`src/design/hrhp_pkg.sv`:
```
// Package for the HTTP request header parser: sizes, character codes, types and name tables.
package hrhp_pkg;

  localparam int BUF_DEPTH = 4096;
  localparam int POS_W     = $clog2(BUF_DEPTH + 1);
  localparam int OFF_W     = 12;
  localparam int NUM_HDR   = 4;
  localparam int NAME_W    = 14;

  localparam logic [7:0] CHAR_TAB   = 8'h09;
  localparam logic [7:0] CHAR_LF    = 8'h0A;
  localparam logic [7:0] CHAR_CR    = 8'h0D;
  localparam logic [7:0] CHAR_SPACE = 8'h20;
  localparam logic [7:0] CHAR_COLON = 8'h3A;

  // Known header names in lower case, left aligned and padded with zeros.
  localparam logic [8*NAME_W-1:0] KNOWN_NAME [NUM_HDR] = '{
    {"host", 80'd0},
    {"connection", 32'd0},
    {"content-type", 16'd0},
    "content-length"
  };
  localparam logic [3:0] KNOWN_LEN [NUM_HDR] = '{4'd4, 4'd10, 4'd12, 4'd14};

  typedef enum logic [2:0] {
    ACT_NONE,
    ACT_SKIP_CLR,
    ACT_FINISH,
    ACT_LF_STORE,
    ACT_COLON_NAME,
    ACT_COLON_VALUE,
    ACT_SPACE0,
    ACT_PLAIN
  } action_e;

  typedef struct packed {
    logic [POS_W-1:0]              write_pos;
    logic [POS_W-1:0]              line_start;
    logic [POS_W-1:0]              value_start;
    logic [1:0]                    line_count;
    logic                          skip_line;
    logic                          finished;
    logic                          failed;
    logic [POS_W-1:0]              path_start;
    logic [POS_W-1:0]              version_start;
    logic [NUM_HDR-1:0][POS_W-1:0] header_slot;
    logic [NUM_HDR-1:0]            name_match;
  } state_t;

  typedef struct packed {
    logic                          wr_en;
    logic [OFF_W-1:0]              wr_addr;
    logic [7:0]                    wr_data;
    logic                          done_res;
    logic                          overflow;
    logic [OFF_W-1:0]              path_offset;
    logic [OFF_W-1:0]              version_offset;
    logic [NUM_HDR-1:0][OFF_W-1:0] hdr_offset;
  } result_t;

  localparam state_t STATE_RESET = '{
    write_pos:     '0,
    line_start:    '0,
    value_start:   '0,
    line_count:    '0,
    skip_line:     1'b0,
    finished:      1'b0,
    failed:        1'b0,
    path_start:    '0,
    version_start: '0,
    header_slot:   '0,
    name_match:    '1
  };

  function automatic logic [7:0] to_lower(input logic [7:0] c);
    return (c >= 8'h41 && c <= 8'h5A) ? c + 8'd32 : c;
  endfunction

  function automatic logic [7:0] known_char(input logic [1:0] k, input logic [3:0] i);
    logic [3:0] j;
    j = (i < 4'(NAME_W)) ? 4'(NAME_W - 1) - i : '0;
    return KNOWN_NAME[k][{j, 3'b000} +: 8];
  endfunction

endpackage

```
`src/design/hrhp_step.sv`:
```
// Per-byte next-state and result logic of the header parser.
module hrhp_step (
  input  hrhp_pkg::state_t  cur_i,
  input  logic [7:0]        data_byte_i,
  input  logic              restart_i,
  output hrhp_pkg::state_t  nxt_o,
  output hrhp_pkg::result_t res_o
);
  import hrhp_pkg::*;

  action_e            act;
  logic               stores;
  logic               full;
  logic [7:0]         store_byte;
  logic [POS_W-1:0]   pos;
  logic [POS_W-1:0]   pos_inc;
  logic [NUM_HDR-1:0] match_next;
  logic               found_valid;
  logic [1:0]         found_idx;

  always_comb begin
    act = ACT_NONE;
    if (cur_i.finished || cur_i.failed) begin
      act = ACT_NONE;
    end else if (data_byte_i == CHAR_CR) begin
      act = ACT_NONE;
    end else if (data_byte_i == CHAR_LF) begin
      if (cur_i.skip_line) begin
        act = ACT_SKIP_CLR;
      end else if (cur_i.line_start == cur_i.write_pos) begin
        act = ACT_FINISH;
      end else begin
        act = ACT_LF_STORE;
      end
    end else if (data_byte_i == CHAR_COLON) begin
      if (!cur_i.skip_line) begin
        act = (cur_i.value_start == '0) ? ACT_COLON_NAME : ACT_COLON_VALUE;
      end
    end else if (data_byte_i == CHAR_SPACE && cur_i.line_count == 2'd0) begin
      act = ACT_SPACE0;
    end else if (data_byte_i == CHAR_SPACE || data_byte_i == CHAR_TAB) begin
      if (cur_i.value_start != cur_i.write_pos && !cur_i.skip_line) begin
        act = ACT_PLAIN;
      end
    end else if (!cur_i.skip_line) begin
      act = ACT_PLAIN;
    end
  end

  assign stores = (act == ACT_LF_STORE) || (act == ACT_COLON_NAME) || (act == ACT_SPACE0) ||
                  (act == ACT_COLON_VALUE) || (act == ACT_PLAIN);
  assign store_byte = (act == ACT_COLON_VALUE || act == ACT_PLAIN) ? data_byte_i : 8'd0;
  assign full    = cur_i.write_pos >= POS_W'(BUF_DEPTH);
  assign pos     = cur_i.write_pos - cur_i.line_start;
  assign pos_inc = cur_i.write_pos + POS_W'(1);

  always_comb begin
    for (int k = 0; k < NUM_HDR; k++) begin
      match_next[k] = cur_i.name_match[k] &&
                      !(pos >= POS_W'(KNOWN_LEN[k]) ||
                        to_lower(data_byte_i) != known_char(2'(k), pos[3:0]));
    end
  end

  always_comb begin
    found_valid = 1'b0;
    found_idx   = '0;
    for (int k = NUM_HDR - 1; k >= 0; k--) begin
      if (cur_i.name_match[k] && pos == POS_W'(KNOWN_LEN[k])) begin
        found_valid = 1'b1;
        found_idx   = 2'(k);
      end
    end
  end

  always_comb begin
    nxt_o = cur_i;
    res_o = '0;
    if (restart_i) begin
      nxt_o = STATE_RESET;
    end else if (stores && full) begin
      nxt_o.failed   = 1'b1;
      res_o.overflow = 1'b1;
    end else begin
      if (stores) begin
        res_o.wr_en     = 1'b1;
        res_o.wr_addr   = OFF_W'(cur_i.write_pos);
        res_o.wr_data   = store_byte;
        nxt_o.write_pos = pos_inc;
      end
      case (act)
        ACT_SKIP_CLR: begin
          nxt_o.skip_line = 1'b0;
        end
        ACT_FINISH: begin
          nxt_o.finished = 1'b1;
          res_o.done_res = 1'b1;
        end
        ACT_LF_STORE: begin
          if (cur_i.line_count == 2'd0) begin
            nxt_o.version_start = cur_i.line_start;
          end
          if (cur_i.line_count < 2'd2) begin
            nxt_o.line_count = cur_i.line_count + 2'd1;
          end
          nxt_o.line_start  = pos_inc;
          nxt_o.value_start = '0;
          nxt_o.name_match  = '1;
        end
        ACT_COLON_NAME: begin
          if (found_valid) begin
            nxt_o.header_slot[found_idx] = cur_i.line_start;
            nxt_o.value_start            = cur_i.line_start;
          end else begin
            nxt_o.skip_line = 1'b1;
          end
          nxt_o.write_pos  = cur_i.line_start;
          nxt_o.name_match = '1;
        end
        ACT_SPACE0: begin
          if (cur_i.line_start != '0) begin
            nxt_o.path_start = cur_i.line_start;
          end
          nxt_o.line_start = pos_inc;
          nxt_o.name_match = '1;
        end
        ACT_PLAIN: begin
          if (cur_i.value_start == '0) begin
            nxt_o.name_match = match_next;
          end
        end
        default: begin
        end
      endcase
    end
    res_o.path_offset    = OFF_W'(nxt_o.path_start);
    res_o.version_offset = OFF_W'(nxt_o.version_start);
    for (int k = 0; k < NUM_HDR; k++) begin
      res_o.hdr_offset[k] = OFF_W'(nxt_o.header_slot[k]);
    end
  end

endmodule

```
`src/design/http_request_header_parser.sv`:
```
// Top level of the HTTP request header parser: parser state, result register and handshake.
//
// The input channel carries one raw header byte per beat together with a restart flag.
// A beat with restart set clears all parser state and ignores its byte. Every accepted
// input beat produces exactly one output beat: an optional buffer write (address and
// byte), the done and overflow flags, and the current path, version and known header
// value offsets. The string buffer itself lives outside the block.
// The result of a beat is registered and appears on the output in the cycle after it
// is accepted. Throughput is one byte per cycle while the receiver takes every result,
// set by the single parser state register that is updated once per accepted beat.
// The output register acts as the stage between the two sides, so a new byte is taken
// whenever the output is empty or is being taken in the same cycle. When the receiver
// stalls, the result holds and the input is held off after one waiting result.
// After reset the parser is at the start of the request line with all offsets zero,
// and no output is pending. Once the header completes or the buffer overflows, bytes
// are consumed without effect until a restart beat.
module http_request_header_parser (
  input  logic                  clk_i,
  input  logic                  rst_ni,
  input  logic                  in_valid_i,
  output logic                  in_ready_o,
  input  logic [7:0]            data_byte_i,
  input  logic                  restart_i,
  output logic                  out_valid_o,
  input  logic                  out_ready_i,
  output logic                  wr_en_o,
  output logic [11:0]           wr_addr_o,
  output logic [7:0]            wr_data_o,
  output logic                  done_res_o,
  output logic                  overflow_o,
  output logic [11:0]           path_offset_o,
  output logic [11:0]           version_offset_o,
  output logic [11:0]           host_offset_o,
  output logic [11:0]           connection_offset_o,
  output logic [11:0]           ctype_offset_o,
  output logic [11:0]           clength_offset_o
);
  import hrhp_pkg::*;

  state_t  state_q;
  state_t  state_d;
  result_t res_d;
  result_t res_q;
  logic    out_valid_q;
  logic    in_accept;

  assign in_ready_o = !out_valid_q || out_ready_i;
  assign in_accept  = in_valid_i && in_ready_o;

  hrhp_step u_step (
    .cur_i      (state_q),
    .data_byte_i(data_byte_i),
    .restart_i  (restart_i),
    .nxt_o      (state_d),
    .res_o      (res_d)
  );

  always_ff @(posedge clk_i or negedge rst_ni) begin
    if (!rst_ni) begin
      state_q     <= STATE_RESET;
      out_valid_q <= 1'b0;
    end else if (in_accept) begin
      state_q     <= state_d;
      out_valid_q <= 1'b1;
    end else if (out_ready_i) begin
      out_valid_q <= 1'b0;
    end
  end

  always_ff @(posedge clk_i) begin
    if (in_accept) begin
      res_q <= res_d;
    end
  end

  assign out_valid_o         = out_valid_q;
  assign wr_en_o             = res_q.wr_en;
  assign wr_addr_o           = res_q.wr_addr;
  assign wr_data_o           = res_q.wr_data;
  assign done_res_o          = res_q.done_res;
  assign overflow_o          = res_q.overflow;
  assign path_offset_o       = res_q.path_offset;
  assign version_offset_o    = res_q.version_offset;
  assign host_offset_o       = res_q.hdr_offset[0];
  assign connection_offset_o = res_q.hdr_offset[1];
  assign ctype_offset_o      = res_q.hdr_offset[2];
  assign clength_offset_o    = res_q.hdr_offset[3];

`ifndef ASSERT_OFF
  a_restart_clears: assert property (@(posedge clk_i) disable iff (!rst_ni)
    in_accept && restart_i |=> out_valid_o && !wr_en_o && !done_res_o && !overflow_o &&
      path_offset_o == '0 && version_offset_o == '0 && host_offset_o == '0 &&
      connection_offset_o == '0 && ctype_offset_o == '0 && clength_offset_o == '0)
    else $error("restart beat did not give a cleared result");

  a_store_or_overflow: assert property (@(posedge clk_i) disable iff (!rst_ni)
    out_valid_o |-> !(wr_en_o && overflow_o) && !(done_res_o && (wr_en_o || overflow_o)))
    else $error("write, overflow and done flags overlap");

  a_empty_takes_input: assert property (@(posedge clk_i) disable iff (!rst_ni)
    !out_valid_o |-> in_ready_o)
    else $error("input held off with no result pending");

  a_done_then_idle: assert property (@(posedge clk_i) disable iff (!rst_ni)
    in_accept && !restart_i && state_q.finished |=> !wr_en_o && !overflow_o && !done_res_o)
    else $error("finished parser still produced activity");
`endif

endmodule
```
`config.mk`:
```
export PLATFORM = sky130hd
export DESIGN_NAME = http_request_header_parser
export DESIGN_NICKNAME = d
export VERILOG_FILES = /design/src/design/hrhp_pkg.sv /design/src/design/hrhp_step.sv /design/src/design/http_request_header_parser.sv
export SDC_FILE = /design/constraint.sdc
export NUM_CORES = 1
export LEC_CHECK = 0
export BUFFER_PORTS_ARGS = -buffer_cell sky130_fd_sc_hd__buf_2
export CAP_MARGIN = 20
export CORE_MARGIN = 8
export CORE_UTILIZATION = 45
export CTS_BUF_LIST = sky130_fd_sc_hd__clkbuf_2
export CTS_CLUSTER_SIZE = 10
export DETAILED_ROUTE_END_ITERATION = 12
export PLACE_DENSITY = 0.67
export SYNTH_ARGS = -nofsm -noshare
export SYNTH_HDL_FRONTEND = slang
export SYNTH_SLANG_ARGS = --single-unit
```
`constraint.sdc`:
```
create_clock -name clk_i -period 3.74 [get_ports clk_i]
set_input_delay 0.748 -clock clk_i [delete_from_list [all_inputs] [get_ports clk_i]]
set_output_delay 0.748 -clock clk_i [all_outputs]
set_load 0.03 [all_outputs]
```
==> out/results.ini, run 1 <==
[routing]
dr_total_vias=11000
vias_per_cell=5.96
final_antenna_net_count=0
wl_met2_mm=17.7
drt-pass1-iter-count=9
drc=0
wl_met1_mm=15.6
wl_met3_mm=2.85
drt_iter0_drc=1104
avgRoutedWirePerCell_um=20.3
wl_mm=37.4
topRoutingLayerUsed=met4

[setup_path]
crit_path_start_kind=flop
required_ns=4.41
cp_slowest_cell=or4b_4
crit_family=simple AND/OR/NAND/NOR gates
cp_num_buf_inv=2
cpMostUsedCell=nand2_1
arrival_ns=4.34
crit_type=flop to flop
critPathMaxStageDelay_ns=0.63
crit_fanout=8
rrSetupSlack_ns=0.06
crit_chain=inv_1 -> ha_1 -> a21oi_2 -> nand2_1 -> a221oi_2 -> buf_4 -> nand2_1 -> o211a_1 -> or4b_4 -> or4_4 -> and3_4 -> a221o_1
cp-end-kind=flop

[cells_and_area]
areaGrowthSynthToFinish_pct=20.2
final_cell_count_no_fill=1846
final_cell_mix=130 x nand2_1, 129 x buf_4, 117 x dfrtp_1
drive_gt1_share_pct=26.8
nets=1500
final_common_cell=nand2_1

[power_and_ir_drop]
ir_drop_mv=0.215
power_frac_clock_pct=26.4
sw_frac_of_total_pct=35.1
fin_total_pwr_uw=6000
power_switching_uw=2110
intPower_uw=3890
p_leak_uw=0.00648
p_seq_share_pct=43.4
combPwrFrac_pct=30.2
powerDensity_nw_per_um2=405

[die]
dieArea_um2=32900
die_w_um=181
die_y_um=181
row_count=60
initial_utilization_pct=45.7
pin_count=110
fp.coreArea_um2=27000

[synth]
synthDistinctLibCells=88
synth_nets=1294
synthCells=1256
synth-async-reset-ratio_pct=56.0
syn-cell-area_um2=12300
ys_warn_count=0
yosysSeqAreaShare_pct=47.8
synth_edf_count=95
ys_ff_latch=216
avgSynthCellArea_um2=9.80
synth_top_flop_cell=dfrtp_1

[cts]
clock_sinks=216
cts.htree.levels=2
hold_buffers=0
insertion_delay_ns=0.81
cts-root-buf=clkbuf_2
cts_tree=built
cts_buffers=52
clk_pin_slew_ns=0.12
clock_path_buffers=3

[place]
place_inst=1730
place_congestion=0.936
numPortBuffers=109
dp_hpwl_mm=25.3

[global_routing]
overflow=0
grt_pass1_vias=10100
grt_max_degree=76
grt_pass1_wl_mm=56.4
antenna_found_initial=1
gr-usage-all-layers_pct=21.2

[timing]
skew_ns=0.0619
slew_headroom_pct=32.2
rsz0062_at_grt=yes
post-route-period-util_pct=98.3
finalMaxSlewViolations=0
tns_ns=0
setup-violations-final=0
worst_slew_pin_slew_ns=1.02
timing.final.crit_period_ns=3.68
timing.fmax_ghz=0.272
hold_viol=0

[worst_hold_path]
hold_path.class=input port to async pin

[job]
drv_cap=0

[outcome]
status=complete, no violations

power by group through the flow:
| stage | Clock [uW] | Sequential [uW] | Combinational [uW] |
|---|---|---|---|
| after floorplan | 0 | 2750 | 1020 |
| after global placement | 0 | 2650 | 1710 |
| after detailed placement | 0 | 2650 | 1720 |
| after CTS | 1610 | 2600 | 1730 |
| after global routing | 1750 | 2610 | 1950 |
| final | 1580 | 2600 | 1810 |
worst reg2reg max path: cells and delay by family, from the launching register on:
kind	cells	cell delay, ns
buf+inv	2	0.24
flops	1	0.37
compound gates	4	0.98
fa+ha+maj	1	0.38
simple gates	5	1.60
synthesized netlist by cell type (5+ instances only):
library cell	n	area, um^2
clkbuf_1	82	308
o21ai_0	58	290
o2bb2ai_1	5	43.8
a21oi_1	89	445
o31ai_1	10	75.1
a22o_1	32	280
ha_1	24	300
o211ai_1	5	37.5
a31oi_1	13	81.3
mux2i_1	42	420
nor2_1	98	368
nor4_1	17	106
o22ai_1	5	31.3
xnor2_1	26	228
edfxtp_1	95	2850
nor2b_1	7	43.8
nand2b_1	10	62.6
a21o_1	9	67.6
a22oi_1	14	105
inv_1	32	120
or3_1	6	37.5
nand4_1	16	100
a211oi_1	6	45.0
a221o_1	36	360
and2_1	33	206
nor3b_1	20	150
dfrtp_1	117	2930
buf_2	11	55.1
and3_1	37	231
xor2_1	18	158
nor3_1	40	200
nand2_1	131	492
nand3_1	23	115
routing by layer:
| layer | track usage, % | up-vias |
|---|---|---|
| li1 | - | 5095 |
| met1 | 28.3 | 5336 |
| met2 | 34.0 | 499 |
| met3 | 3.57 | 76 |
| met4 | 8.13 | 0 |
| met5 | 0 | - |
final timing paths:
| path | depth (start not counted) | end | startpoint |
|---|---|---|---|
| setup / recovery | 12 | state_q[39]$_DFFE_PN0P_ | state_q[105]$_DFFE_PN0P_ |
| min in group clk_i | 2 | out_valid_o$_DFFE_PN0P_ | in_valid_i |
| hold / removal | 1 | state_q[52]$_DFFE_PN0P_ | rst_ni |
| max in group asynchronous | 2 | state_q[8]$_DFFE_PN0P_ | rst_ni |
| hold reg to reg | 2 | state_q[61]$_DFFE_PN0P_ | state_q[61]$_DFFE_PN0P_ |
| setup reg to reg | 12 | state_q[39]$_DFFE_PN0P_ | state_q[105]$_DFFE_PN0P_ |
layout make-up:
cell class | instances | area, um^2
inverters | 34 | 130
repair buffers | 247 | 1730
multi-input cells | 911 | 6140
diodes | 1 | 2.50
flip-flops and latches | 216 | 5890
clock inverters | 17 | 92.6
well taps | 341 | 427
clock buffers | 79 | 395
fillers | 2378 | 12200
flip-flops by register name (all words and copies together), names as in the netlist:
name,flops
state_q,120
clength_offset_o,12
connection_offset_o,12
ctype_offset_o,12
host_offset_o,12
path_offset_o,12
version_offset_o,12
wr_addr_o,12
wr_data_o,8
done_res_o,1
out_valid_o,1
overflow_o,1
wr_en_o,1
metrics by stage:
stage	hold slack (ns)	area [um^2]	worst slack (ns)	utilization, %
4_1_cts	0.0726	14400	0.0134	53.6
5_1_grt	0.0739	14800	-0.0842	54.9
3_5_place_dp	0.463	13900	-0.114	51.7
2_1_floorplan	0.442	12300	0.0160	-
3_3_place_gp	0.455	13900	-0.0602	51.7
6_report	0.0573	14800	0.0649	54.9
cell families after synthesis:
logic type / Yosys count / share of synthesized area, %
XOR/XNOR: 44 / 3.13
flip-flops: 216 / 47.8
AO/OA/AOI/OAI: 322 / 18.3
buffers and inverters: 133 / 4.39
adder cells (fa/ha/maj): 25 / 2.60
AND/OR/NAND/NOR: 472 / 20.2
multiplexers: 44 / 3.60
timing repair:
item	4_1_cts	5_1_grt
pin swaps	3	22
gates resized for setup	5	31
buffers inserted	0	10
endpoints found under the setup margin	25	106
cloned	0	9
(Power assumes the default switching activity.)
==> run 2: changes to the inputs <==
==> constraint.sdc (replaced) <==
create_clock -name clk_i -period 3.74 [get_ports clk_i]
set_input_delay 0.187 -clock clk_i [delete_from_list [all_inputs] [get_ports clk_i]]
set_output_delay 0.187 -clock clk_i [all_outputs]
set_load 0.03 [all_outputs]
==> out/results.ini, run 2 (same netlist as run 1, synthesis figures left out) <==
[outcome]
status=complete, no violations

[cts]
clock_sinks=216  ; unchanged
cts_tree=built
clk_pin_slew_ns=0.09  ; -0.03 ns
insertion_delay_ns=0.82  ; about the same
cts.htree.levels=2  ; unchanged
clock_path_buffers=3  ; unchanged
cts_buffers=53  ; +1.9%
cts-root-buf=clkbuf_2

[timing]
setup-violations-final=0  ; unchanged
timing.fmax_ghz=0.270  ; -0.66%
slew_headroom_pct=36.8  ; +4.7 points
timing.final.crit_period_ns=3.70  ; +0.0243 ns
skew_ns=0.0675  ; +0.00563 ns
worst_slew_pin_slew_ns=0.947  ; -0.0698 ns
tns_ns=0  ; unchanged
rsz0062_at_grt=yes
post-route-period-util_pct=98.9  ; +0.65 points
finalMaxSlewViolations=0  ; unchanged
hold_viol=0  ; unchanged
worst_hold_slack_ns=0.0908  ; +0.0335 ns

[power_and_ir_drop]
p_seq_share_pct=43.8  ; +0.4 points
intPower_uw=3830  ; -1.5%
ir_drop_mv=0.200  ; -6.9%
combPwrFrac_pct=30.6  ; +0.4 points
power_switching_uw=2100  ; -0.25%
sw_frac_of_total_pct=35.4  ; +0.29 points
power_frac_clock_pct=25.5  ; -0.9 points
powerDensity_nw_per_um2=402  ; -0.93%
p_leak_uw=0.00643  ; -0.73%

[cells_and_area]
largest_register_ffs=120  ; unchanged
final_common_cell=nand2_1
final_util_pct=54.8  ; -0.074 points
drive_gt1_share_pct=25.1  ; -1.7 points
top_register=state_q
final_cell_mix=130 x nand2_1, 117 x dfrtp_1, 107 x buf_2, 107 x buf_4, 98 x nor2_1
areaGrowthSynthToFinish_pct=20.0
nets=1493  ; -0.47%

[routing]
drt-pass1-iter-count=5  ; -4
final_antenna_net_count=0  ; unchanged
avgRoutedWirePerCell_um=20.1  ; -0.63%
drc=0  ; unchanged
wl_mm=37.0  ; -0.90%
vias_per_cell=5.94  ; -0.32%
drt_iter0_drc=1111  ; +0.63%
dr_total_vias=10900  ; -0.59%

[global_routing]
grt_use_met2_pct=35.5  ; +1.6 points
gr-usage-met3_pct=3.85  ; +0.28 points
grt_pass1_vias=10600  ; +4.4%
grt_max_degree=78  ; +2.6%
grt_pass1_wl_mm=58.1  ; +3.0%
antenna_found_initial=1  ; unchanged
gr-usage-all-layers_pct=21.6  ; +0.47 points
overflow=0  ; unchanged
grt_use_met1_pct=27.8  ; -0.52 points
top_usage_layer=met2

[setup_path]
crit_fanout=6  ; -2
cp-end-kind=flop
arrival_ns=4.19  ; -0.15 ns
crit_type=flop to flop
required_ns=4.23  ; -0.18 ns
crit_path_start_kind=flop

[job]
drv_cap=0  ; unchanged

[place]
numPortBuffers=109  ; unchanged
dp_hpwl_mm=24.5  ; -3.2%
place_congestion=0.970  ; +3.6%

[worst_hold_path]
hold_path.class=input port to async pin

[die]
row_count=60  ; unchanged
initial_utilization_pct=45.7  ; unchanged
pin_count=110  ; unchanged
die_w_um=181  ; unchanged
die_y_um=181  ; unchanged
dieArea_um2=32900  ; unchanged
fp.coreArea_um2=27000  ; unchanged

## run 2: worst paths after layout
path                                          start                          endpoint  slack [ns]  cells past startpoint
min in group clk_i                        restart_i           state_q[85]$_DFFE_PN0P_        0.20                      3
min                                          rst_ni          state_q[105]$_DFFE_PN0P_        0.09                      2
max                        state_q[113]$_DFFE_PN0P_  connection_offset_o[9]$_DFFE_PP_        0.04                     15
min reg2reg                 state_q[62]$_DFFE_PN0P_           state_q[62]$_DFFE_PN0P_        0.48                      2
max reg2reg                state_q[113]$_DFFE_PN0P_  connection_offset_o[9]$_DFFE_PP_        0.04                     15
max in group asynchronous                    rst_ni           state_q[24]$_DFFE_PN0P_        2.62                      3
## run 2: final cells by class
| cell class | instances | area, um^2 |
|---|---|---|
| antenna | 1 | 2.50 |
| timing repair buffer | 239 | 1730 |
| tap | 341 | 427 |
| multi-input combinational | 911 | 6130 |
| inverter | 34 | 130 |
| sequential | 216 | 5890 |
| clock buffer | 79 | 395 |
| clock inverter | 20 | 78.8 |
| fill | 2384 | 12200 |
## run 2: metrics by stage
step,area [um^2],setup slack [ns],power (uW),cells
floorplan,12300,0.000385,3780,1256
global placement,13700,0.0754,4330,1706
detailed placement,13700,-0.0474,4330,1706
CTS,14500,0.00125,5890,1822
global route,14800,-0.0777,6240,1841
finish,14800,0.0406,5930,1841
## run 2: critical path, cell delays in order, from the launching register on
cell and delay [ns]:
dfrtp_1 0.40, inv_2 0.08, ha_4 0.13, inv_2 0.03, fa_2 0.37, a21o_1 0.20
a21oi_2 0.18, nor3_2 0.07, nor4_2 0.27, xor2_1 0.14, or4b_4 0.60, nor4b_4 0.28
buf_6 0.20, buf_12 0.15, mux2i_4 0.22, nor2_1 0.05
## run 2: timing repair
item                                    CTS  global route
endpoints found under the setup margin   27            98
setup buffers                             2            12
hold endpoints to repair                 84             0
resized for setup                         6            29
cloned                                    3             6
pin swaps                                 4            24
hold buffers                             12             0
## run 2: power by group through the flow
stage | Sequential [uW] | Clock, uW | Combinational, uW
after floorplan | 2750 | 0 | 1020
after global placement | 2650 | 0 | 1680
after detailed placement | 2650 | 0 | 1680
after CTS | 2600 | 1560 | 1720
after global routing | 2610 | 1680 | 1960
final | 2600 | 1520 | 1820
## run 2: per-layer routing
layer / vias up / share of wire, %
li1: 5083 / -
met1: 5275 / 42
met2: 480 / 48
met3: 103 / 6.9
met4: 0 / 3.4
met5: - / 0
==> run 3: changes to the inputs <==
- CELL_PAD_IN_SITES_DETAIL_PLACEMENT: not set -> 0
- CELL_PAD_IN_SITES_GLOBAL_PLACEMENT: not set -> 1
- CORE_UTILIZATION: 45 -> 44
- PLACE_DENSITY: 0.67 -> 0.8
==> out/results.ini, run 3 (same netlist as run 1, synthesis figures left out) <==
[timing]
worst_slew_pin_slew_ns=0.889  ; -0.0579 ns
setup-violations-final=5  ; +5
timing.fmax_ghz=0.267  ; -1.4%
hold_viol=0  ; unchanged
post-route-period-util_pct=100  ; +1.4 points
slew_headroom_pct=40.2  ; +3.4 points
rsz0062_at_grt=yes
tns_ns=-0.0345  ; -0.0345 ns
skew_ns=0.0695  ; +0.00194 ns
layout_setup_ws_ns=-0.0111  ; -0.0517 ns
timing.final.crit_period_ns=3.75  ; +0.0517 ns
finalMaxSlewViolations=0  ; unchanged

[job]
drv_cap=0  ; unchanged

[die]
row_count=61  ; +1.7%
dieArea_um2=33600  ; +2.1%
die_w_um=183  ; +1.0%
pin_count=110  ; unchanged
fp.coreArea_um2=27700  ; +2.8%
die_y_um=183  ; +1.0%
initial_utilization_pct=44.4  ; -1.2 points

[setup_path]
crit_type=flop to flop
critPathMaxStageDelay_ns=0.62  ; +0.02 ns
crit_family=simple AND/OR/NAND/NOR gates
rr_worst_depth=13  ; -2
crit_fanout=8  ; +2
crit_path_start_kind=flop
arrival_ns=4.40  ; +0.21 ns
cpMostUsedCell=inv_2
cp_num_buf_inv=2  ; -2
r2r-end=state_q[13]$_DFFE_PN0P_
cp_slowest_cell=or4_4
worstSetupStartpoint=state_q[113]$_DFFE_PN0P_
rrSetupSlack_ns=-0.01  ; -0.05 ns
crit_chain=inv_2 -> ha_4 -> inv_2 -> fa_2 -> a21o_1 -> a21oi_2 -> nor3_2 -> nor4_2 -> xor2_1 -> or4b_4 -> or4_4 -> and3_1 -> a221o_1
cp-end-kind=flop
r2r-start=state_q[113]$_DFFE_PN0P_
required_ns=4.39  ; +0.16 ns

[worst_hold_path]
whs_endpoint=state_q[83]$_DFFE_PN0P_
whs_path_depth=5
hold_path.class=input port to flop
hp-start=out_ready_i

[global_routing]
grt_pass1_vias=10500  ; -0.75%
grt_pass1_wl_mm=58.8  ; +1.2%
grt_max_degree=76  ; -2.6%
antenna_found_initial=1  ; unchanged
overflow=0  ; unchanged
gr-usage-all-layers_pct=21.8  ; +0.19 points

[power_and_ir_drop]
p_seq_share_pct=42.9  ; -0.9 points
p_leak_uw=0.00654  ; +1.6%
intPower_uw=3930  ; +2.5%
sw_frac_of_total_pct=35.3  ; -0.11 points
powerDensity_nw_per_um2=405  ; +0.99%
combPwrFrac_pct=31.3  ; +0.7 points
power_switching_uw=2140  ; +2.0%
power_frac_clock_pct=25.9  ; +0.4 points
ir_drop_mv=0.248  ; +24%

[cells_and_area]
final_cell_mix=120 x buf_4, 119 x nand2_1, 117 x dfrtp_1
largest_register_ffs=120  ; unchanged
top_register=state_q
final_common_cell=buf_4
nets=1508  ; +1.0%
areaGrowthSynthToFinish_pct=21.5
final_util_pct=54.0  ; -0.81 points
drive_gt1_share_pct=26.4  ; +1.4 points

[place]
dp_hpwl_mm=25.8  ; +5.4%
place_congestion=0.933  ; -3.8%
numPortBuffers=109  ; unchanged

[cts]
cts_tree=built
cts-root-buf=clkbuf_2
clock_sinks=216  ; unchanged
cts_buffers=51  ; -3.8%
clock_path_buffers=3  ; unchanged
clk_pin_slew_ns=0.13  ; +0.04 ns
cts.htree.levels=2  ; unchanged
insertion_delay_ns=0.83  ; about the same

[routing]
drt-pass1-iter-count=6  ; +1
final_antenna_net_count=0  ; unchanged
dr_total_vias=10900  ; -0.58%
avgRoutedWirePerCell_um=20.0  ; -0.73%
drt_iter0_drc=1133  ; +2.0%
wl_mm=37.7  ; +1.8%
vias_per_cell=5.76  ; -3.1%
drc=0  ; unchanged

[outcome]
status=finished with violations
violations=negative setup slack

## run 3: area by class of cell
cell class,instances,area [um^2]
Inverter,34,130
Clock buffer,71,355
Timing Repair Buffer,259,1890
Multi-Input combinational cell,908,6110
Fill cell,2498,12700
Tap cell,378,473
Sequential cell,216,5890
Clock inverter,21,120
Antenna cell,1,2.50
## run 3: worst register-to-register path, cell delays in order, from the launching register on
cell and delay (ns):
dfrtp_1 0.41, inv_2 0.08, ha_4 0.13, inv_2 0.04, fa_2 0.40, a21o_1 0.21, a21oi_2 0.17, nor3_2 0.08
nor4_2 0.26, xor2_1 0.14, or4b_4 0.60, or4_4 0.62, and3_1 0.21, a221o_1 0.27
## run 3: worst max-delay path by stage
| stage | end | slack, ns | cells past startpoint |
|---|---|---|---|
| after CTS | state_q[3]$_DFFE_PN1P_ | 0.003 | 19 |
| after global routing | state_q[35]$_DFFE_PN0P_ | -0.10 | 14 |
| after global placement | state_q[1]$_DFFE_PN1P_ | 0.04 | 15 |
| after detailed placement | ctype_offset_o[8]$_DFFE_PP_ | 0.003 | 14 |
| after floorplan | host_offset_o[10]$_DFFE_PP_ | 0.0004 | 16 |
| final | state_q[13]$_DFFE_PN0P_ | -0.01 | 13 |
## run 3: power by group through the flow
stage	clock, uW	sequential (uW)	combinational [uW]
floorplan	0	2750	1020
global placement	0	2650	1760
detailed placement	0	2650	1760
CTS	1610	2600	1790
global route	1720	2610	2050
finish	1570	2600	1900
## run 3: what timing repair did
item | CTS | global route
gates resized for setup | 1 | 45
hold buffers | 14 | 0
gates cloned | 1 | 4
endpoints found under the setup margin | 19 | 98
setup buffers | 1 | 13
endpoints found under the hold margin | 103 | 0
pin swaps | 3 | 14
## run 3: through the flow
stage / cells / worst slack, ns / hold WS [ns] / power, uW / cell area [um^2]
2_1_floorplan: 1256 / 0.000385 / -0.109 / 3780 / 12300
3_3_place_gp: 1761 / 0.0440 / 0.365 / 4410 / 13900
3_5_place_dp: 1762 / 0.00270 / 0.368 / 4410 / 13900
4_1_cts: 1870 / 0.00321 / 0.109 / 5990 / 14600
5_1_grt: 1888 / -0.104 / 0.205 / 6380 / 15000
6_report: 1888 / -0.0111 / 0.194 / 6070 / 15000
## run 3: layer usage
| metal | track usage, % | vias up | wire [um] |
|---|---|---|---|
| met5 | 0 | - | 0 |
| met4 | 8.88 | 0 | 1250 |
| met3 | 2.97 | 77 | 2370 |
| met2 | 34.9 | 402 | 17400 |
| met1 | 29.5 | 5287 | 16700 |
| li1 | - | 5111 | - |
